### config.mk
export PLATFORM = sky130hd
export DESIGN_NAME = oaht_store
export DESIGN_NICKNAME = d
export VERILOG_FILES = /design/src/rtl/core/open_address_hash_table_assert.svh /design/src/rtl/core/oaht_pkg.sv /design/src/rtl/core/oaht_store.sv
export SDC_FILE = /design/constraint.sdc
export NUM_CORES = 2
export LEC_CHECK = 0
export ABC_CLOCK_PERIOD_IN_PS = 12050
export BUFFER_PORTS_ARGS = -buffer_cell sky130_fd_sc_hd__buf_2
export CAP_MARGIN = 0
export CORE_ASPECT_RATIO = 1.75
export CORE_MARGIN = 10
export CORE_UTILIZATION = 45
export DETAILED_ROUTE_END_ITERATION = 8
export GPL_TIMING_DRIVEN = 0
export SYNTH_ARGS = -nofsm -noshare
export SYNTH_HDL_FRONTEND = slang
export SYNTH_MEMORY_MAX_BITS = 65536
export SYNTH_SLANG_ARGS = --single-unit
### constraint.sdc
create_clock -name clk -period 12.05 [get_ports clk]
set_input_delay 0.6025 -clock clk [delete_from_list [all_inputs] [get_ports clk]]
set_output_delay 0.6025 -clock clk [all_outputs]
set_load 0.005 [all_outputs]
### src/rtl/core/open_address_hash_table_assert.svh
// Assertion macros used by the hash table RTL.
`ifndef OPEN_ADDRESS_HASH_TABLE_ASSERT_SVH
`define OPEN_ADDRESS_HASH_TABLE_ASSERT_SVH

// The consequent must hold in the same cycle as the antecedent.
`define OAHT_ASSERT_IMP(lbl, clk, rst_n, ante, cons, msg) \
  lbl: assert property (@(posedge clk) disable iff (!rst_n) (ante) |-> (cons)) \
    else $error(msg);

// The consequent must hold in the cycle after the antecedent.
`define OAHT_ASSERT_NXT(lbl, clk, rst_n, ante, cons, msg) \
  lbl: assert property (@(posedge clk) disable iff (!rst_n) (ante) |=> (cons)) \
    else $error(msg);

`endif

### src/rtl/core/oaht_pkg.sv
// Package with the types, constants and codes of the hash table.
package oaht_pkg;

  localparam int TABLE_DEPTH = 64;
  localparam int IDX_W       = $clog2(TABLE_DEPTH);
  localparam int KEY_W       = 64;
  localparam int PAYLOAD_W   = 5;
  localparam int SLOT_W      = 6;
  localparam int DUP_W       = 32;
  localparam int HASH_SHIFT  = 33;
  localparam int HASH_STAGES = 5;

  localparam logic [63:0] HASH_C1 = 64'hff51afd7ed558ccd;
  localparam logic [63:0] HASH_C2 = 64'hc4ceb9fe1a85ec53;

  localparam logic CMD_INSERT = 1'b0;
  localparam logic CMD_REMOVE = 1'b1;

  typedef logic [IDX_W-1:0] idx_t;

  typedef enum logic [1:0] {
    MARK_EMPTY = 2'd0,
    MARK_USED  = 2'd1,
    MARK_TOMB  = 2'd2
  } mark_t;

  typedef enum logic [2:0] {
    ST_INSERTED  = 3'd0,
    ST_DUPLICATE = 3'd1,
    ST_FULL      = 3'd2,
    ST_REMOVED   = 3'd3,
    ST_NOT_FOUND = 3'd4,
    ST_ZERO_KEY  = 3'd5
  } status_t;

  typedef enum logic [1:0] {
    S_IDLE,
    S_HASH,
    S_PROBE,
    S_RESULT
  } state_t;

  typedef struct packed {
    mark_t                mark;
    logic [PAYLOAD_W-1:0] payload;
    logic [KEY_W-1:0]     key;
  } entry_t;

  typedef struct packed {
    logic   en;
    idx_t   addr;
    entry_t data;
  } mem_wr_t;

endpackage

### src/rtl/core/oaht_store.sv
// Slot memory with one read and one write port and per-slot valid flags.
module oaht_store import oaht_pkg::*; (
  input  logic    clk,
  input  logic    rst_n,
  input  idx_t    rd_addr,
  input  mem_wr_t wr,
  output entry_t  rd_entry
);

  entry_t                 mem [TABLE_DEPTH];
  entry_t                 rd_data_r;
  logic [TABLE_DEPTH-1:0] vld_r;
  logic                   rd_vld_r;

  always_ff @(posedge clk) begin
    if (wr.en) begin
      mem[wr.addr] <= wr.data;
    end
    rd_data_r <= mem[rd_addr];
  end

  always_ff @(posedge clk) begin
    if (!rst_n) begin
      vld_r    <= '0;
      rd_vld_r <= 1'b0;
    end else begin
      if (wr.en) begin
        vld_r[wr.addr] <= 1'b1;
      end
      rd_vld_r <= vld_r[rd_addr];
    end
  end

  // A slot never written since reset reads as empty.
  always_comb begin
    rd_entry      = rd_data_r;
    if (!rd_vld_r) begin
      rd_entry.mark = MARK_EMPTY;
    end
  end

endmodule

Word level (Yosys, flattened, before mapping):

Memory sizes are Yosys's and may differ from the RTL's. A register that Yosys moved wholly into a read port is not among the register bits.
Cells that the tools add are included.

* memories kept: 1
* memory bits (writable): 4544
* register bits after elaboration: 65
* output and inout bits: 71
* input port bits: 86
* logic and storage cells: 15

Memories
* mem: words 64, width 71, read ports 1, clocked after memory_dff 1, wr ports 1, line oaht_store.sv:10 `entry_t mem [TABLE_DEPTH];`

* $lt $le $gt $ge: 3
* reduce and logical (&&, ||, !) cells: 1
* muxes and demuxes: 7
* bitwise gates (word level): 1

Operator list (count)
* $or 64x64->64: 1
* $lt 6x7->1 const B: 2
* $bmux 1 s6: 1
* $demux 1 s6: 1
* $ge 6x1->1 const B: 1
* $mux 1: 4
* $mux 2: 1
* $logic_and 1x1->1: 1

Logic depth before layout (Yosys ltp):

* depth in word-level cells: 5
* gate-level depth with buffers: 11
* mapped depth without buffers: 5

Worst setup path before layout:

No wires, ideal clock.

* path type: input -> register
* from: input port wr[77] in the netlist's numbering
* to: memory mem[40][0] in the netlist's numbering (enable)
* path slack: 5509 ps
* stages: 3
* arrival time: 5952 ps
* cells stage by stage: nor2b_1 > nand3_1 > nor3_1

* cells in the longest elaborated chain, start to end: 2

RTL lines
* start: declaration: line oaht_store.sv:6 `input mem_wr_t wr,`
* $mux 1: line oaht_store.sv:16 `if (wr.en) begin`
* $mux 1 (implied by the code): line oaht_store.sv:17 `mem[wr.addr] <= wr.data;`
* end: declaration: line oaht_store.sv:10

No other way between the ends.

==> metrics <==
setup ws final=7.08 ns; delay-heaviest family, CP=buffers and inverters; worst-path fanout max=10; NumNets Final=8556; critical path arrival=5.85 ns; status=complete, but fails checks; Layout fillers=30202; max-slew violation count=42; CTS tree=built; fin crit period=between 4 and 5 ns; hold_buf cts=0; CTS Sinks=approximately 4700; crit end category=flop; post-cts resize count=0; actual slew at the worst max-slew pin=1.61 ns; post-synthesis cell count=7627; post-synthesis xor/xnor area fraction=0; CP max stage cell=nor3_1; die width=between 400 and 500 um; commonest non-fill, non-tap cell in the layout=edfxtp_1; DP HPWL=~380000 um; violated checks=capacitance limit, slew limit; htree depth=5; die height=850 um; syn avg cell area=23.2 um2; register area share after synthesis=0.786; cell mode on critical path=buf_2; Max-slew headroom=-0.0702; largest family of logic cells by synthesized area=multiplexers; vias in the first global route=90229; first-pass GRT wire length=739000 um; die area=420000 um2; clock latency on the worst-skew pair=slightly below 1 ns; Max clock buf depth=4; asr flop ratio synth=0; DP Cell Count=13256; dpl cell area=190000 um2; dpl ws=6.31 ns; vias=86457; iteration count of the initial detailed-routing pass=6; Hold Path Class=input port to flop; largest net degree at the start of global routing=65; Post-synth EDFFs=around 4500; CP Launch Type=input port; Final period util=0.412; Data required, critical path=12.93 ns; PD cells=165 nW/um2; Port-buffer cells=153; drt drc=0; Vias per Instance=6.15; most frequent cells in the layout=edfxtp_1, mux4_2, mux2i_1; Reg clk slew, reported paths=approximately 0.07 ns; kind of critical path=input port to flop; Boundary Pins=157; Compound-Gate Fraction of Synth Area=0.0250; Mapped Nets=between 7000 and 8000; Yosys cell types=47; gr ovfl total=0; Final setup viols=0; Fin Hold WS=0.0951 ns; Iteration-0 DRC Markers=9820; worst stage delay on the critical path=about 1.2 ns; post-synthesis mux area share=0.166; layout cell share with drive strength beyond 1=0.297; Clock Root Buffer=clkbuf_16; routability-driven placement congestion ratio=between 0.8 and 0.9; final WL=between 500000 and 600000 um; area of the mapped netlist=177000 um2; CORE AREA=392000 um2; initial core utilization=0.452; Final Hold Vio Count=0; synthesized flop and latch total=4680; Max-cap violations=6; Ys Warns=0; ys flop type=edfxtp_1; Leak=64.4 nW; RSZ-0062 raised after global routing=false; crit path buf inv count=6; Setup Skew=about 0.051 ns; initial antenna violation count=50; num rows=304; CTS Buf Count=414; Area growth syn-to-layout=15.3%; adder-cell share of the synthesized area=0; Post-DRT Antenna Nets=0; final core occ=0.521; Routed wire per std cell=~39 um; critical path, cell by cell=buf_2, buf_2, buf_2, buf_2, buf_2, nand2_1, clkbuf_1, o22ai_1, nor3_1, o31a_1; area share of and/or/nand/nor cells after synthesis=0.00694; fin area=204000 um2; Fmax achieved=201 MHz; post-CTS setup buffers=0; gr usage total=0.255; fin cells=14048; maximum vdd ir drop=about 0.00011 V
## cell type report
| class | instances | area [um2] | area share |
|---|---|---|---|
| sequential | 4680 | 139000 | 0.682 |
| multi-input combinational | 2455 | 35600 | 0.174 |
| clock buffer | 503 | 11000 | 0.0539 |
| tap | 5202 | 6510 | 0.0319 |
| timing repair buffer | 427 | 6100 | 0.0299 |
| clock inverter | 262 | 2950 | 0.0144 |
| buffer | 491 | 2710 | 0.0133 |
| antenna | 27 | 67.6 | 0.000331 |
| inverter | 1 | 3.75 | 0.0000184 |
## flip-flops by register name, summed over array words and instances, names as in the netlist
register and flops:
mem 4544, rd_entry 69, vld_r 64, rd_data_r 2
rd_vld_r 1
## layer usage
metal / part of all wire / GRT usage / up-vias / routed length, um
met1: 0.32 / 0.273 / 46921 / 173000
met2: 0.54 / 0.465 / 4029 / 295000
met5: 0.00031 / 0 / - / 171
met4: 0.077 / 0.161 / 26 / 42000
li1: - / - / 34271 / -
met3: 0.065 / 0.0389 / 1210 / 35300
## synth_stat cells, drive strengths merged, types with 16 or more instances
library cell | number | area [um2]
a21oi | 41 | 205
a221o | 36 | 360
a221oi | 92 | 806
buf | 303 | 1980
clkbuf | 188 | 706
dfxtp | 136 | 2720
edfxtp | 4544 | 136000
mux2 | 107 | 1200
mux2i | 426 | 4260
mux4 | 1065 | 24000
nand2 | 16 | 60.1
nor2 | 183 | 687
nor3 | 32 | 160
o21a | 64 | 480
o21ai | 73 | 365
o221a | 31 | 349
o221ai | 82 | 718
o22a | 18 | 158
o22ai | 98 | 613
o31a | 26 | 228
## final timing paths
check / end / slack (ns) / from / cells past startpoint
worst max-delay path: rd_entry[47]$_DFF_P_ / 7.08 / rd_addr[2] / 10
worst min-delay path: vld_r[9]$_SDFFE_PN0P_ / 0.1 / rst_n / 2
worst min register to register: vld_r[53]$_SDFFE_PN0P_ / 0.47 / vld_r[53]$_SDFFE_PN0P_ / 1
worst max register to register: rd_entry[9]$_DFF_P_ / 9.46 / mem[38][9]$_DFFE_PP_ / 5
## report_power, final
group | internal (mW) | total (mW) | leakage (nW) | switching [mW]
Combinational | 0.648 | 1.84 | 15.6 | 1.19
Sequential | 18.0 | 18.0 | 42.0 | 0.0383
Clock | 7.83 | 13.9 | 6.83 | 6.05
## kinds of logic after synthesis
group / after synthesis
flip-flops: 4680
multiplexers: 1598
AO/OA/AOI/OAI: 579
buffers and inverters: 492
AND/OR/NAND/NOR: 278
## through the flow
stage | total power [mW] | setup TNS, ns
finish | 33.7 | 0
global route | 34.5 | 0
CTS | 33.9 | 0
detailed placement | 20.2 | 0
global placement | 20.2 | -840.12
floorplan | 19.3 | 0
Power figures use the tool's default switching activity.
