--- src/rtl/core/open_address_hash_table_assert.svh ---
// Assertion macros used by the hash table RTL.
`ifndef OPEN_ADDRESS_HASH_TABLE_ASSERT_SVH
`define OPEN_ADDRESS_HASH_TABLE_ASSERT_SVH

// The consequent must hold in the same cycle as the antecedent.
`define OAHT_ASSERT_IMP(lbl, clk, rst_n, ante, cons, msg) \
  lbl: assert property (@(posedge clk) disable iff (!rst_n) (ante) |-> (cons)) \
    else $error(msg);

// The consequent must hold in the cycle after the antecedent.
`define OAHT_ASSERT_NXT(lbl, clk, rst_n, ante, cons, msg) \
  lbl: assert property (@(posedge clk) disable iff (!rst_n) (ante) |=> (cons)) \
    else $error(msg);

`endif

--- src/rtl/core/oaht_pkg.sv ---
// Package with the types, constants and codes of the hash table.
package oaht_pkg;

  localparam int TABLE_DEPTH = 64;
  localparam int IDX_W       = $clog2(TABLE_DEPTH);
  localparam int KEY_W       = 64;
  localparam int PAYLOAD_W   = 5;
  localparam int SLOT_W      = 6;
  localparam int DUP_W       = 32;
  localparam int HASH_SHIFT  = 33;
  localparam int HASH_STAGES = 5;

  localparam logic [63:0] HASH_C1 = 64'hff51afd7ed558ccd;
  localparam logic [63:0] HASH_C2 = 64'hc4ceb9fe1a85ec53;

  localparam logic CMD_INSERT = 1'b0;
  localparam logic CMD_REMOVE = 1'b1;

  typedef logic [IDX_W-1:0] idx_t;

  typedef enum logic [1:0] {
    MARK_EMPTY = 2'd0,
    MARK_USED  = 2'd1,
    MARK_TOMB  = 2'd2
  } mark_t;

  typedef enum logic [2:0] {
    ST_INSERTED  = 3'd0,
    ST_DUPLICATE = 3'd1,
    ST_FULL      = 3'd2,
    ST_REMOVED   = 3'd3,
    ST_NOT_FOUND = 3'd4,
    ST_ZERO_KEY  = 3'd5
  } status_t;

  typedef enum logic [1:0] {
    S_IDLE,
    S_HASH,
    S_PROBE,
    S_RESULT
  } state_t;

  typedef struct packed {
    mark_t                mark;
    logic [PAYLOAD_W-1:0] payload;
    logic [KEY_W-1:0]     key;
  } entry_t;

  typedef struct packed {
    logic   en;
    idx_t   addr;
    entry_t data;
  } mem_wr_t;

endpackage

--- src/rtl/core/oaht_hash.sv ---
// Five-stage pipelined xor-shift and multiply finalizer giving the start slot.
module oaht_hash import oaht_pkg::*; (
  input  logic             clk,
  input  logic             rst_n,
  input  logic             go,
  input  logic [KEY_W-1:0] key,
  output logic             done,
  output idx_t             slot
);

  logic [HASH_STAGES-1:0] vld_r;
  logic [63:0] s0_r, s1_r;
  logic [63:0] pa_r, qa_r;
  logic [31:0] pb_r, pc_r, qb_r, qc_r;
  idx_t        slot_r;
  logic [63:0] y1, y2, x2;

  always_ff @(posedge clk) begin
    if (!rst_n) begin
      vld_r <= '0;
    end else begin
      vld_r <= {vld_r[HASH_STAGES-2:0], go};
    end
  end

  // A 64-bit product keeps its low half: one full low product and two cross terms.
  always_comb begin
    y1 = pa_r + {pb_r + pc_r, 32'b0};
    y2 = qa_r + {qb_r + qc_r, 32'b0};
    x2 = y2 ^ (y2 >> HASH_SHIFT);
  end

  always_ff @(posedge clk) begin
    s0_r   <= key ^ (key >> HASH_SHIFT);
    pa_r   <= s0_r[31:0] * HASH_C1[31:0];
    pb_r   <= s0_r[63:32] * HASH_C1[31:0];
    pc_r   <= s0_r[31:0] * HASH_C1[63:32];
    s1_r   <= y1 ^ (y1 >> HASH_SHIFT);
    qa_r   <= s1_r[31:0] * HASH_C2[31:0];
    qb_r   <= s1_r[63:32] * HASH_C2[31:0];
    qc_r   <= s1_r[31:0] * HASH_C2[63:32];
    slot_r <= x2[IDX_W-1:0];
  end

  assign done = vld_r[HASH_STAGES-1];
  assign slot = slot_r;

endmodule

--- config.mk ---
export PLATFORM = sky130hd
export DESIGN_NAME = oaht_hash
export DESIGN_NICKNAME = d
export VERILOG_FILES = /design/src/rtl/core/open_address_hash_table_assert.svh /design/src/rtl/core/oaht_pkg.sv /design/src/rtl/core/oaht_hash.sv
export SDC_FILE = /design/constraint.sdc
export NUM_CORES = 2
export LEC_CHECK = 0
export BUFFER_PORTS_ARGS = -buffer_cell sky130_fd_sc_hd__buf_2
export CORE_MARGIN = 4
export CORE_UTILIZATION = 40
export CTS_CLUSTER_DIAMETER = 60
export CTS_CLUSTER_SIZE = 20
export DETAILED_ROUTE_END_ITERATION = 8
export PLACE_DENSITY_LB_ADDON = 0.08
export SYNTH_ARGS = -nofsm -noshare
export SYNTH_HDL_FRONTEND = slang
export SYNTH_SLANG_ARGS = --single-unit
--- constraint.sdc ---
create_clock -name clk -period 8.7 [get_ports clk]
set_input_delay 2.61 -clock clk [delete_from_list [all_inputs] [get_ports clk]]
set_output_delay 2.61 -clock clk [all_outputs]
set_load 0.03 [all_outputs]
Word-level counts from Yosys, hierarchy flattened:

Cells that the tools add are included.
W data, S select, Z words.

* $add $sub $neg: 4
* multipliers: 6
* bitwise logic cells: 3

Operators by type and width (count)
* $xor A64 B31 Y64: 2
* $add A64 B64 Y64: 1
* $mul A32 B32 Y64 const B: 1
* $add A39 B39 Y39: 1
* $mul A32 B29 Y39 const B: 1
* $add A32 B32 Y32: 1
* $mul A32 B25 Y32 const B: 1
* $mul A32 B29 Y7 const B: 1
* $mul A32 B30 Y32 const B: 1
* $mul A32 B31 Y6 const B: 1
* $add A7 B7 Y7: 1
* $xor A6 B6 Y6: 1

* bits in registers: 319
* bits of input ports: 67
* output and inout bits: 7
* word-level logic and storage cells: 23

Depth between registers and ports, before layout:

* depth after elaboration: 3
* mapped depth: 28
* mapped depth without buffers: 27

Worst setup path after synthesis:

Ideal clock, no wire load.

* path type: flip-flop to flip-flop
* start point: register s0_r[11]
* end point: register pa_r[55]
* setup time: 0.121 ns
* data arrival time: 6.904 ns
* required time: 8.579 ns
* slack: 1.675 ns
* stages on the path, launching flop included: 26
* path buffers: 0
* period minus slack after synthesis: 7.025 ns
* path through: dfxtp_1 > ha_1 > inv_1 > fa_1 > inv_1 > fa_1 > inv_1 > fa_1 > inv_1 > fa_1 > fa_1 > fa_1 > inv_1 > fa_1 > inv_1 > ha_1 > and2_4 > nand3_2 > or3_1 > or4_1 > o32a_1 > a21oi_2 > a41oi_2 > o31ai_2 > o221ai_1 > xnor2_1

* cells in the longest elaborated chain, start to end: 1

RTL lines
* start: declaration: line oaht_hash.sv:12 `logic [63:0] s0_r, s1_r;`
* start signal: assignment: line oaht_hash.sv:34 `s0_r <= key ^ (key >> HASH_SHIFT);`
* $mul A32 B32 Y64: line oaht_hash.sv:35 `pa_r <= s0_r[31:0] * HASH_C1[31:0];`
* end signal: assignment: line oaht_hash.sv:35
* end: declaration: line oaht_hash.sv:13 `logic [63:0] pa_r, qa_r;`

No other way between the ends.
A chain may end at the register's enable or synchronous reset.

Worst setup path in the final report:

* start point: register s0_r[12]
* end point: register pa_r[60]

The elaborated chain is that of the path after synthesis.

==> flow_metrics.py <==
metrics = {
    "global_routing": {
        "grt_start_max_net_pins": 19,
        "grt_overflow": 0,
        "gr-usage-met1": 0.355,
        "grt_usage": 0.250,
        "top_usage_layer": "met2",
        "antenna_found_initial": 14,
        "grt_pass1_vias": 39719,
        "met3_usage": 0.0704,
        "grt.met2_usage": 0.373,
        "grt_pass1_wl_mm": 259,
    },
    "cts": {
        "hold_buffers": 0,
        "cts_tree": "built",
        "root_buffer": "clkbuf_16",
        "clock_latency_ns": 0.63,
        "cts_resized": 0,
        "clock_sinks": 265,
        "cts_setup_buffers": 0,
        "clkSlewWorstSetupHoldPaths_ns": 0.07,
        "cts_buffers": 44,
        "cts_max_path_buffers": 3,
        "htree_levels": 2,
    },
    "floorplanning": {
        "die_w_microns": 379,
        "die_area_sq_mm": 0.143,
        "ioPinCount": 74,
        "rows": 135,
        "die_y_microns": 379,
        "start_util": 0.404,
        "core_area_sq_mm": 0.136,
    },
    "critical_path": {
        "critical_path.startpoint": "s0_r[12]",
        "critical_path_class": "reg2reg",
        "startpoint_type": "flip-flop",
        "crit_top_cell": "fa_1",
        "cp.arrival_ns": 8.52,
        "cp-end-kind": "flip-flop",
        "critPathMaxStageDelay_ns": 0.90,
        "worstPathRequired_ns": 9.17,
        "path_cells": "ha_1, ha_1, fa_1, inv_1, fa_1, inv_1, fa_1, fa_1, fa_1, inv_1, fa_1, inv_1, ha_1, nand4_1, nor4_1, o21ai_0, a211oi_1, o41a_1, nor3_1, o21ai_0, a21oi_1, o41ai_1, xor2_1",
        "reg2reg_from": "s0_r[12]",
        "cp_slowest_cell": "dfxtp_1",
        "cp_max_fo": 8,
    },
    "route": {
        "first_pass_iters": 5,
        "viasPerCell": 4.89,
        "vias": 35808,
        "avgRoutedWirePerCell_microns": 23.4,
        "drc_errors": 0,
        "wl_mm": 171,
        "dr.first_iter.drc_count": 1940,
        "antenna_left": 0,
    },
    "synthesis": {
        "syn_inst": 5335,
        "synth-async-reset-ratio": 0,
        "ys.flop_type": "dfxtp_1",
        "synth_area_leaders": "fa_1, ha_1, inv_1, dfxtp_1, xnor2_1",
        "syn-cell-area_sq_mm": 0.0549,
        "yosys-top-cells-count": "inv_1, fa_1, ha_1",
        "synth_edf_count": 0,
        "ys_seq_elements": 265,
        "yosysTopAreaCell": "fa_1",
        "synth_seq_area_share": 0.0966,
        "ys.warnings.count": 0,
        "yosysMostFrequentCell": "inv_1",
        "synth_top_area_frac": 0.403,
        "synth_nets": 7518,
        "avgSynthCellArea_sq_um": 10.3,
        "synth_cell_types": 72,
    },
    "timing": {
        "clock_skew_ns": 0.0390,
        "fin_crit_sh": 0.925,
        "setup_viol": 0,
        "fmax_ghz": 0.124,
        "rsz0062_at_grt": "false",
        "hold_viol_final": 0,
        "maxSlewHeadroom": 0.219,
        "maxSlewViolCount": 0,
        "layout_min_cycle_time_ns": 8.05,
        "worst_pin_slew_ns": 1.16,
        "tns_ns": 0,
    },
    "final_layout": {
        "seqCellArea_sq_mm": 0.00531,
        "final_nets": 7681,
        "final_area_sq_mm": 0.0595,
        "stdcell_count": 7316,
        "area_growth_pct": 8.39,
        "drive_gt1_frac": 0.0430,
        "multi_input_area_sq_mm": 0.0434,
        "nFillCells": 13304,
    },
    "place": {
        "post_dp_cell_area_sq_mm": 0.0579,
        "numPortBuffers": 73,
        "place_congestion": 0.941,
        "hpwlAfterDp_mm": 157,
        "dpl.cell_count": 7233,
    },
    "run_status": {
        "outcome": "complete, no violations",
    },
    "worst_hold_path": {
        "min_from": "pa_r[31]",
        "hp-class": "reg2reg",
    },
    "job": {
        "drv_cap": 0,
    },
}
-- placed cells by master, fill, tap and decap left out, types with 10 or more instances in the layout --
cell type,Yosys,layout
a31oi_1,13,13
clkbuf_16,0,46
ha_1,1009,1009
a21oi_1,176,176
or3_1,10,10
o21a_1,26,26
o21bai_1,24,24
a21o_1,98,98
nand3_1,34,34
xnor2_1,229,229
nor3_1,36,36
nand2_1,83,83
buf_2,6,73
inv_8,0,11
a211o_1,16,16
a211oi_1,17,17
xor2_1,120,120
inv_1,1648,1648
o21ai_0,94,94
nand2b_1,17,17
dfxtp_1,265,265
buf_4,0,64
fa_1,1107,1107
nor2_1,98,98
and3_1,18,18
and2_1,19,19
nor2b_1,21,21
clkinv_8,0,10
nand4_1,21,21
-- sequential cells by signal, indices dropped and copies added, names as in the netlist --
signal,flops
qa_r,13
pa_r,63
s1_r,39
pc_r,32
qb_r,7
vld_r,5
qc_r,4
pb_r,32
s0_r,64
slot,6
-- per-stage QoR --
stage | utilization | hold WS [ns] | setup WS, ns
floorplan | - | 0.310 | 1.68
global placement | 0.426 | 0.312 | 0.798
detailed placement | 0.426 | 0.314 | 0.729
CTS | 0.438 | 0.326 | 0.733
global route | 0.438 | 0.336 | 0.334
finish | 0.438 | 0.325 | 0.651
-- routing by layer --
metal  share of wire  vias up  wire [microns]
met5         0.00018        -              31
met1            0.47    18075           80100
met4           0.033        4            5580
met3           0.077      160           13200
met2            0.42      823           72600
li1                -    16746               -
-- path summary, 6_finish.rpt --
kind / end / slack, ns / cells after the start
setup / recovery: pa_r[60] / 0.65 / 23
setup reg to reg: pa_r[60] / 0.65 / 23
hold / removal: s1_r[31] / 0.32 / 0
hold reg to reg: s1_r[31] / 0.32 / 0
-- kinds of logic (layout without fill, tap and decap cells) --
group                      Yosys count  in the layout  synth area share
AOI/OAI and AO/OA                  553            553            0.0658
xor gates and xnor gates           349            349            0.0556
adders and majority gates         2116           2116             0.633
buffers and inverters             1668           1866             0.114
DFF                                265            265            0.0966
muxes                                2              2          0.000387
other                                0              2                 0
and+or+nand+nor                    382            382            0.0343
-- worst max-delay path, delay by kind of cell, from the launching register on --
family | cells | cell delay (ns)
compound gates | 6 | 1.62
fa+ha+maj | 9 | 4.37
flops | 1 | 0.90
xor+xnor | 1 | 0.11
simple gates | 3 | 0.68
buf+inv | 4 | 0.19
-- area by class of cell --
cell class,count,share of cell area
Sequential cell,265,0.0891
Clock buffer,47,0.0196
Clock inverter,34,0.00754
Timing Repair Buffer,137,0.0142
Multi-Input combinational cell,3402,0.728
Tap cell,1781,0.0374
Inverter,1648,0.104
Antenna cell,2,0.0000841
Power is left out: the tool's default activity adds up to more than one toggle a clock period on the data nets, which glitch-free logic cannot reach.
