--- src/rtl/core/open_address_hash_table_assert.svh ---
// Assertion macros used by the hash table RTL.
`ifndef OPEN_ADDRESS_HASH_TABLE_ASSERT_SVH
`define OPEN_ADDRESS_HASH_TABLE_ASSERT_SVH

// The consequent must hold in the same cycle as the antecedent.
`define OAHT_ASSERT_IMP(lbl, clk, rst_n, ante, cons, msg) \
  lbl: assert property (@(posedge clk) disable iff (!rst_n) (ante) |-> (cons)) \
    else $error(msg);

// The consequent must hold in the cycle after the antecedent.
`define OAHT_ASSERT_NXT(lbl, clk, rst_n, ante, cons, msg) \
  lbl: assert property (@(posedge clk) disable iff (!rst_n) (ante) |=> (cons)) \
    else $error(msg);

`endif

--- src/rtl/core/oaht_pkg.sv ---
// Package with the types, constants and codes of the hash table.
package oaht_pkg;

  localparam int TABLE_DEPTH = 64;
  localparam int IDX_W       = $clog2(TABLE_DEPTH);
  localparam int KEY_W       = 64;
  localparam int PAYLOAD_W   = 5;
  localparam int SLOT_W      = 6;
  localparam int DUP_W       = 32;
  localparam int HASH_SHIFT  = 33;
  localparam int HASH_STAGES = 5;

  localparam logic [63:0] HASH_C1 = 64'hff51afd7ed558ccd;
  localparam logic [63:0] HASH_C2 = 64'hc4ceb9fe1a85ec53;

  localparam logic CMD_INSERT = 1'b0;
  localparam logic CMD_REMOVE = 1'b1;

  typedef logic [IDX_W-1:0] idx_t;

  typedef enum logic [1:0] {
    MARK_EMPTY = 2'd0,
    MARK_USED  = 2'd1,
    MARK_TOMB  = 2'd2
  } mark_t;

  typedef enum logic [2:0] {
    ST_INSERTED  = 3'd0,
    ST_DUPLICATE = 3'd1,
    ST_FULL      = 3'd2,
    ST_REMOVED   = 3'd3,
    ST_NOT_FOUND = 3'd4,
    ST_ZERO_KEY  = 3'd5
  } status_t;

  typedef enum logic [1:0] {
    S_IDLE,
    S_HASH,
    S_PROBE,
    S_RESULT
  } state_t;

  typedef struct packed {
    mark_t                mark;
    logic [PAYLOAD_W-1:0] payload;
    logic [KEY_W-1:0]     key;
  } entry_t;

  typedef struct packed {
    logic   en;
    idx_t   addr;
    entry_t data;
  } mem_wr_t;

endpackage

--- src/rtl/core/oaht_ctrl.sv ---
// Probe sequencer: walks the slots, decides the outcome and writes back.
`include "open_address_hash_table_assert.svh"

module oaht_ctrl import oaht_pkg::*; (
  input  logic                 clk,
  input  logic                 rst_n,
  input  logic                 start,
  input  logic                 in_cmd,
  input  logic [KEY_W-1:0]     in_key,
  input  logic [PAYLOAD_W-1:0] in_payload,
  input  logic                 hash_done,
  input  idx_t                 hash_slot,
  input  entry_t               rd_entry,
  output logic                 busy,
  output logic                 hash_go,
  output idx_t                 rd_addr,
  output mem_wr_t              wr,
  output logic                 out_valid,
  output logic [2:0]           out_status,
  output logic [SLOT_W-1:0]    out_slot,
  output logic [DUP_W-1:0]     out_duplicate_total
);

  state_t               state_r, state_nxt;
  logic                 cmd_r, cmd_nxt;
  logic [KEY_W-1:0]     key_r, key_nxt;
  logic [PAYLOAD_W-1:0] payload_r, payload_nxt;
  idx_t                 cur_r, cur_nxt;
  idx_t                 cnt_r, cnt_nxt;
  logic                 tomb_vld_r, tomb_vld_nxt;
  idx_t                 tomb_r, tomb_nxt;
  logic [DUP_W-1:0]     dup_r, dup_nxt;
  status_t              status_r, status_nxt;
  idx_t                 slot_r, slot_nxt;

  logic    accept;
  logic    is_empty, is_tomb, key_hit, new_tomb, last;
  idx_t    next_idx;
  logic    finish, wr_req, dup_inc;
  status_t fin_status;
  idx_t    wr_idx;
  entry_t  wr_ent;

  assign accept = start && !busy;

  always_comb begin
    is_empty = (rd_entry.mark == MARK_EMPTY);
    is_tomb  = (rd_entry.mark == MARK_TOMB);
    key_hit  = (rd_entry.mark == MARK_USED) && (rd_entry.key == key_r);
    new_tomb = is_tomb && !tomb_vld_r;
    last     = (cnt_r == IDX_W'(TABLE_DEPTH - 1));
    next_idx = (cur_r == IDX_W'(TABLE_DEPTH - 1)) ? '0 : cur_r + 1'b1;
  end

  always_comb begin
    finish     = 1'b0;
    wr_req     = 1'b0;
    dup_inc    = 1'b0;
    fin_status = ST_NOT_FOUND;
    wr_idx     = cur_r;
    wr_ent     = '{mark: MARK_USED, payload: payload_r, key: key_r};
    if (cmd_r == CMD_INSERT) begin
      if (is_empty) begin
        finish     = 1'b1;
        wr_req     = 1'b1;
        fin_status = ST_INSERTED;
        wr_idx     = tomb_vld_r ? tomb_r : cur_r;
      end else if (key_hit) begin
        finish     = 1'b1;
        dup_inc    = 1'b1;
        fin_status = ST_DUPLICATE;
      end else if (last) begin
        finish = 1'b1;
        if (tomb_vld_r || new_tomb) begin
          wr_req     = 1'b1;
          fin_status = ST_INSERTED;
          wr_idx     = tomb_vld_r ? tomb_r : cur_r;
        end else begin
          fin_status = ST_FULL;
        end
      end
    end else begin
      if (is_empty || last) begin
        finish = 1'b1;
      end
      if (key_hit) begin
        finish     = 1'b1;
        wr_req     = 1'b1;
        fin_status = ST_REMOVED;
        wr_ent     = '{mark: MARK_TOMB, payload: '0, key: '0};
      end
    end
  end

  always_comb begin
    state_nxt = state_r;
    unique case (state_r)
      S_IDLE: begin
        if (accept) begin
          state_nxt = (in_key == '0) ? S_RESULT : S_HASH;
        end
      end
      S_HASH: begin
        if (hash_done) begin
          state_nxt = S_PROBE;
        end
      end
      S_PROBE: begin
        if (finish) begin
          state_nxt = S_RESULT;
        end
      end
      S_RESULT: begin
        state_nxt = S_IDLE;
      end
    endcase
  end

  always_comb begin
    busy      = (state_r != S_IDLE);
    hash_go   = accept && (in_key != '0);
    out_valid = (state_r == S_RESULT);
    rd_addr   = cur_r;
    unique case (state_r)
      S_HASH:  rd_addr = hash_slot;
      S_PROBE: rd_addr = next_idx;
      S_IDLE, S_RESULT: rd_addr = cur_r;
    endcase
    wr.en   = (state_r == S_PROBE) && wr_req;
    wr.addr = wr_idx;
    wr.data = wr_ent;
  end

  always_comb begin
    cmd_nxt      = cmd_r;
    key_nxt      = key_r;
    payload_nxt  = payload_r;
    cur_nxt      = cur_r;
    cnt_nxt      = cnt_r;
    tomb_vld_nxt = tomb_vld_r;
    tomb_nxt     = tomb_r;
    dup_nxt      = dup_r;
    status_nxt   = status_r;
    slot_nxt     = slot_r;
    unique case (state_r)
      S_IDLE: begin
        if (accept) begin
          cmd_nxt     = in_cmd;
          key_nxt     = in_key;
          payload_nxt = in_payload;
          status_nxt  = ST_ZERO_KEY;
          slot_nxt    = '0;
        end
      end
      S_HASH: begin
        if (hash_done) begin
          cur_nxt      = hash_slot;
          cnt_nxt      = '0;
          tomb_vld_nxt = 1'b0;
        end
      end
      S_PROBE: begin
        if (finish) begin
          status_nxt = fin_status;
          slot_nxt   = wr_req ? wr_idx : '0;
          dup_nxt    = dup_r + DUP_W'(dup_inc);
        end else begin
          cur_nxt = next_idx;
          cnt_nxt = cnt_r + 1'b1;
          if (new_tomb) begin
            tomb_vld_nxt = 1'b1;
            tomb_nxt     = cur_r;
          end
        end
      end
      S_RESULT: begin
      end
    endcase
  end

  always_ff @(posedge clk) begin
    if (!rst_n) begin
      state_r    <= S_IDLE;
      dup_r      <= '0;
      tomb_vld_r <= 1'b0;
    end else begin
      state_r    <= state_nxt;
      dup_r      <= dup_nxt;
      tomb_vld_r <= tomb_vld_nxt;
    end
  end

  always_ff @(posedge clk) begin
    cmd_r     <= cmd_nxt;
    key_r     <= key_nxt;
    payload_r <= payload_nxt;
    cur_r     <= cur_nxt;
    cnt_r     <= cnt_nxt;
    tomb_r    <= tomb_nxt;
    status_r  <= status_nxt;
    slot_r    <= slot_nxt;
  end

  assign out_status          = status_r;
  assign out_slot            = SLOT_W'(slot_r);
  assign out_duplicate_total = dup_r;

  `OAHT_ASSERT_NXT(a_single_strobe, clk, rst_n, out_valid, !out_valid, "result strobe held")
  `OAHT_ASSERT_NXT(a_accept_busy, clk, rst_n, accept, busy, "accepted item left block idle")
  `OAHT_ASSERT_IMP(a_hash_in_wait, clk, rst_n, hash_done, state_r == S_HASH,
                   "hash finished outside the wait state")
  `OAHT_ASSERT_IMP(a_slot_zero, clk, rst_n,
                   out_valid && (status_r != ST_INSERTED) && (status_r != ST_REMOVED),
                   out_slot == '0, "slot reported without a write")

endmodule

--- config.mk ---
export PLATFORM = sky130hd
export DESIGN_NAME = oaht_ctrl
export DESIGN_NICKNAME = d
export VERILOG_FILES = /design/src/rtl/core/oaht_pkg.sv /design/src/rtl/core/oaht_ctrl.sv
export VERILOG_INCLUDE_DIRS = /design/src /design/src/rtl/core
export SDC_FILE = /design/constraint.sdc
export NUM_CORES = 1
export LEC_CHECK = 0
export BUFFER_PORTS_ARGS = -buffer_cell sky130_fd_sc_hd__buf_2
export CAP_MARGIN = 0
export CORE_ASPECT_RATIO = 1.75
export CORE_MARGIN = 2
export CORE_UTILIZATION = 54
export CTS_BUF_LIST = sky130_fd_sc_hd__clkbuf_2 sky130_fd_sc_hd__clkbuf_4 sky130_fd_sc_hd__clkbuf_8
export CTS_CLUSTER_SIZE = 12
export DETAILED_ROUTE_END_ITERATION = 12
export GPL_TIMING_DRIVEN = 0
export MAX_ROUTING_LAYER = met4
export PLACE_DENSITY = 0.9
export SETUP_SLACK_MARGIN = 0.2
export SYNTH_ARGS = -nofsm -noshare
export SYNTH_HDL_FRONTEND = slang
export SYNTH_SLANG_ARGS = --single-unit
--- constraint.sdc ---
create_clock -name clk -period 10.7 [get_ports clk]
set_clock_uncertainty 0.2 [all_clocks]
set_input_delay 1.07 -clock clk [delete_from_list [all_inputs] [get_ports clk]]
set_output_delay 1.07 -clock clk [all_outputs]
set_load 0.03 [all_outputs]
**Word level (Yosys, flattened, before mapping)**

Index checks and enable logic that the tools add are counted.

- Add/subtract/negate cells: 3
- Equal/unequal tests: 13
- Multiplexer cells: 52
- Bitwise gates (word level): 1
- Reductions and logical operators: 24

Operator list:

| operator | number |
|---|---|
| 71-bit 2-to-1 mux | 2 |
| 6-bit 2-to-1 mux | 14 |
| 64-bit equality test | 1 |
| 64-bit logical NOT | 1 |
| 64-bit nonzero test | 1 |
| 6-bit one-hot mux with 2 select lines | 3 |
| 32-bit by 1-bit adder with 32-bit output | 1 |
| 3-bit 2-to-1 mux | 7 |
| 6-bit one-hot mux with 3 select lines | 1 |
| 1-bit 2-to-1 mux | 17 |
| 6-bit by 1-bit adder with 6-bit output, second input constant | 2 |
| 6-bit equality test, second input constant | 2 |
| 3-bit AND reduction | 4 |
| 2-bit 2-to-1 mux | 5 |
| 2-bit inequality test, second input constant | 5 |
| 2-bit one-hot mux with 4 select lines | 1 |
| 2-bit equality test, second input constant | 3 |
| 3-bit one-hot mux with 2 select lines | 1 |
| 2-bit nonzero test | 3 |
| 1-bit logical AND | 5 |
| 2-bit by 1-bit equality test with 1-bit output, second input constant | 2 |
| 2-bit logical NOT | 2 |
| 2-bit AND reduction | 2 |
| 4-bit AND reduction | 1 |
| other kinds (5) | 7 |

- Bits in registers: 132
- Input bits: 151
- Output and inout port bits: 128
- Logic and storage cells: 104

**Logic depth before layout (Yosys ltp)**

- Word-level depth: 11
- Mapped depth: 14
- Mapped depth without buffers: 12

**Worst setup path before layout**

OpenSTA, ideal clock, no wires.

- Kind: input-to-output
- Start: in rd_entry[52] (netlist name)
- End: out wr[77] (netlist name)
- Data arrival time: 3.601 ns
- Data required time: 9.430 ns
- Path slack: 5.829 ns
- Stages: 8
- Path buffers: 1
- Cell sequence: xor2_1 or4b_1 or4bb_1 or3_4 or3_1 and2_0 buf_2 o31a_1

RTL lines:

| what | RTL line | text |
|---|---|---|
| start: declaration | oaht_ctrl.sv:13 | `input entry_t rd_entry,` |
| end: declaration | oaht_ctrl.sv:17 | `output mem_wr_t wr,` |

==> results.sh <==
export IMPL_p_per_area_mw_per_mm2=162
export IMPL_fin_crit_sh=0.511
export IMPL_pin_count=279
export IMPL_power_frac_comb=0.252
export IMPL_fin_cells=1104
export IMPL_ys_flop_type="edfxtp_1"
export IMPL_syn_avg_cell_area_sq_um=11.0
export IMPL_critPathKind="primary input to primary output"
export IMPL_finalMaxSlewViolations=0
export IMPL_p_sw_w=0.000487
export IMPL_synth_seq_area_share=0.522
export IMPL_wl_um=21400
export IMPL_p_int_w=0.000970
export IMPL_vias_per_cell=5.64
export IMPL_yosysWarnings=0
export IMPL_die_area_sq_mm=0.0138
export IMPL_synth_xor_area_share=0.108
export IMPL_cts_resized_gates=0
export IMPL_overflow=0
export IMPL_fmax_mhz=183
export IMPL_grt_pass1_vias=6230
export IMPL_rsz0062_at_grt="false"
export IMPL_cp_data_arrival_time_ps=4200
export IMPL_timing_hold_ws_ps=306
export IMPL_vias=6226
export IMPL_path_cells="buf_2 > xor2_1 > or4b_1 > or4bb_1 > or3_4 > nor4_4 > clkbuf_2 > clkbuf_1 > nor2b_1 > buf_2"
export IMPL_pwr_share_clk=0.307
export IMPL_synth_top_family_by_area="simple AND/OR/NAND/NOR gates"
export IMPL_cts_setup_buffers=0
export IMPL_setup_tns_ps=0
export IMPL_cpPeakStageDelay_ps=510
export IMPL_seqPwrFrac=0.441
export IMPL_yosysUniqueCellTypes=56
export IMPL_clock_latency_ps=430
export IMPL_grt_pass1_wl_um=32700
export IMPL_synth_fa_ha_area_frac=0.0163
export IMPL_fp_row_count=54
export IMPL_cts_root_buf="clkbuf_8"
export IMPL_cp_required_ps=9430
export IMPL_setup_viol=0
export IMPL_muxShareOfSynthArea=0.0143
export IMPL_cts_tree="done"
export IMPL_period_needed_ps=5470
export IMPL_cap_violations=0
export IMPL_path_common_cell="buf_2"
export IMPL_worstHoldPathType="flop to flop"
export IMPL_numCtsBuffers=17
export IMPL_hold_violations=0
export IMPL_place_hpwl_um=16900
export IMPL_drt_iter0_markers=345
export IMPL_dp_cells=1071
export IMPL_nFillCells=916
export IMPL_async_reset_ff_frac=0
export IMPL_start_util=0.553
export IMPL_antenna_found_initial=1
export IMPL_layout_drive_gt1_share=0.352
export IMPL_worst_pin_slew_ps=1260
export IMPL_drc=0
export IMPL_ant_nets=0
export IMPL_nets=1082
export IMPL_leakage_nw=3.74
export IMPL_power_share_switching=0.334
export IMPL_core_area_sq_mm=0.0125
export IMPL_grt_max_degree=27
export IMPL_endpoint_kind="primary output"
export IMPL_netlist_instances=628
export IMPL_crit_fanout=10
export IMPL_routedWlPerCell_um=19.4
export IMPL_fp_dieH_um=154
export IMPL_synth_edf_count=97
export IMPL_synth_fp_nets=788
export IMPL_place_gp_congestion=0.971
export IMPL_reg2reg_setup_slack_ps=6230
export IMPL_synth_compound_area_frac=0.0639
export IMPL_dieWidth_um=89.6
export IMPL_cp_start_kind="primary input"
export IMPL_status="complete, no violations"
export IMPL_clk_pin_slew_ps=80
export IMPL_firstDrtPassIters=5
export IMPL_max_slew_margin=0.151
export IMPL_cts_sinks=132
export IMPL_synth_seq_cells=132
export IMPL_cp_slowest_cell="or4b_1"
export IMPL_grt_total_usage=0.327
export IMPL_irDropWorstVdd_mv=0.112
export IMPL_syn_to_final_growth_pct=29.6
export IMPL_port_buffers=273
export IMPL_syn_cell_area_sq_mm=0.00692
export IMPL_htree_levels=4
export IMPL_clock_path_buffers=2
export IMPL_synth_simple_area_share=0.254
export IMPL_total_power_w=0.00146
export IMPL_cts_hold_buf=0
critical path, delay by kind of cell:
| family | cells | cell delay (ps) |
|---|---|---|
| xor+xnor | 1 | 170 |
| simple gates | 5 | 1910 |
| buf+inv | 4 | 1040 |
metrics by stage:
| stage | worst slack [ps] | instance area [sq um] | utilization |
|---|---|---|---|
| after floorplan | 5830 | 6920 | - |
| final | 5230 | 8970 | 0.717 |
| after CTS | 5280 | 8960 | 0.717 |
| after detailed placement | 5320 | 8540 | 0.683 |
| after global placement | 4560 | 8490 | 0.679 |
| after global routing | 5120 | 8970 | 0.717 |
power by group through the flow:
stage | logic, W | registers [W] | clock network (W)
2_1_floorplan | 0.000220 | 0.000661 | 0
3_3_place_gp | 0.000351 | 0.000657 | 0
3_5_place_dp | 0.000363 | 0.000653 | 0
4_1_cts | 0.000365 | 0.000642 | 0.000450
5_1_grt | 0.000394 | 0.000648 | 0.000469
6_report | 0.000368 | 0.000642 | 0.000447
layout by cell type (no fill, tap or decap), drive strengths merged, types with 5 or more instances in the layout:
| cell type | count |
|---|---|
| o311a | 6 |
| buf | 280 |
| and2 | 29 |
| o21a | 5 |
| inv | 19 |
| mux2 | 7 |
| a21oi | 11 |
| nor2 | 23 |
| or3 | 7 |
| and3 | 11 |
| clkbuf | 34 |
| nand4 | 23 |
| and4 | 7 |
| nand2 | 31 |
| nand3 | 23 |
| xnor2 | 58 |
| nor3 | 10 |
| edfxtp | 97 |
| xor2 | 27 |
| dfxtp | 35 |
| o21ai | 18 |
| nor2b | 84 |
| ha | 9 |
| nor4 | 27 |
state kept, by name, indices dropped and copies added, names as in the netlist, 2 cells and up:
signal	count
out_status	3
key_r	64
cur_r	6
state_r	2
out_slot	6
out_duplicate_total	32
payload_r	5
cnt_r	6
tomb_r	6
layer usage:
| layer | share of wire | track usage |
|---|---|---|
| met5 | 0 | - |
| met4 | 0.030 | 0.129 |
| met3 | 0.072 | 0.0564 |
| met2 | 0.52 | 0.539 |
| met1 | 0.38 | 0.389 |
final timing paths:
check | startpoint | end | cells past startpoint
worst max register to register | key_r[45] | out_duplicate_total[29] | 14
worst max-delay path | rd_entry[52] | wr[56] | 10
worst min register to register | out_duplicate_total[22] | out_duplicate_total[22] | 2
worst min-delay path | out_duplicate_total[22] | out_duplicate_total[22] | 2
logic make-up (layout without fill, tap and decap cells):
group                      Yosys count  in the layout
AOI/OAI and AO/OA                   62             62
and+or+nand+nor                    295            295
other                                0              1
adders and majority gates            9              9
xor gates and xnor gates            85             85
buffers and inverters               36            343
DFF                                132            132
muxes                                9              9
cell type report:
cell class              count  area, sq um  area share
diodes                      1         2.50    0.000279
multi-input cells         460         3160       0.353
flip-flops and latches    132         3610       0.403
plain buffers              21         95.1      0.0106
repair buffers            275         1410       0.157
well taps                 168          210      0.0234
clock buffers              18          241      0.0269
inverters                  15         56.3     0.00628
clock inverters            14          178      0.0198
Yosys cell counts, types with 3 or more instances:
cell       n  share of area
a21boi_1   4         0.0043
a21oi_1   10         0.0072
a22oi_1    3         0.0033
and2_1    27          0.024
and3_1    11         0.0099
and4_1     7         0.0089
buf_2      3         0.0022
clkbuf_1  15         0.0081
dfxtp_1   35           0.10
edfxtp_1  97           0.42
ha_1       9          0.016
inv_1     15         0.0081
mux2_2     7          0.011
nand2_1   30          0.016
nand2b_1   4         0.0036
nand3_1   22          0.016
nand4_1   23          0.021
nand4b_1   3         0.0038
nor2_1    23          0.012
nor2b_1   84          0.076
nor3_1    10         0.0072
nor4_1    26          0.024
nor4b_1    3         0.0038
o21a_1     5         0.0054
o21ai_0   18          0.013
o311a_1    6         0.0087
or3_1      6         0.0054
or4_1      4         0.0043
xnor2_1   58          0.073
xor2_1    27          0.034
Power figures use the tool's default switching activity.
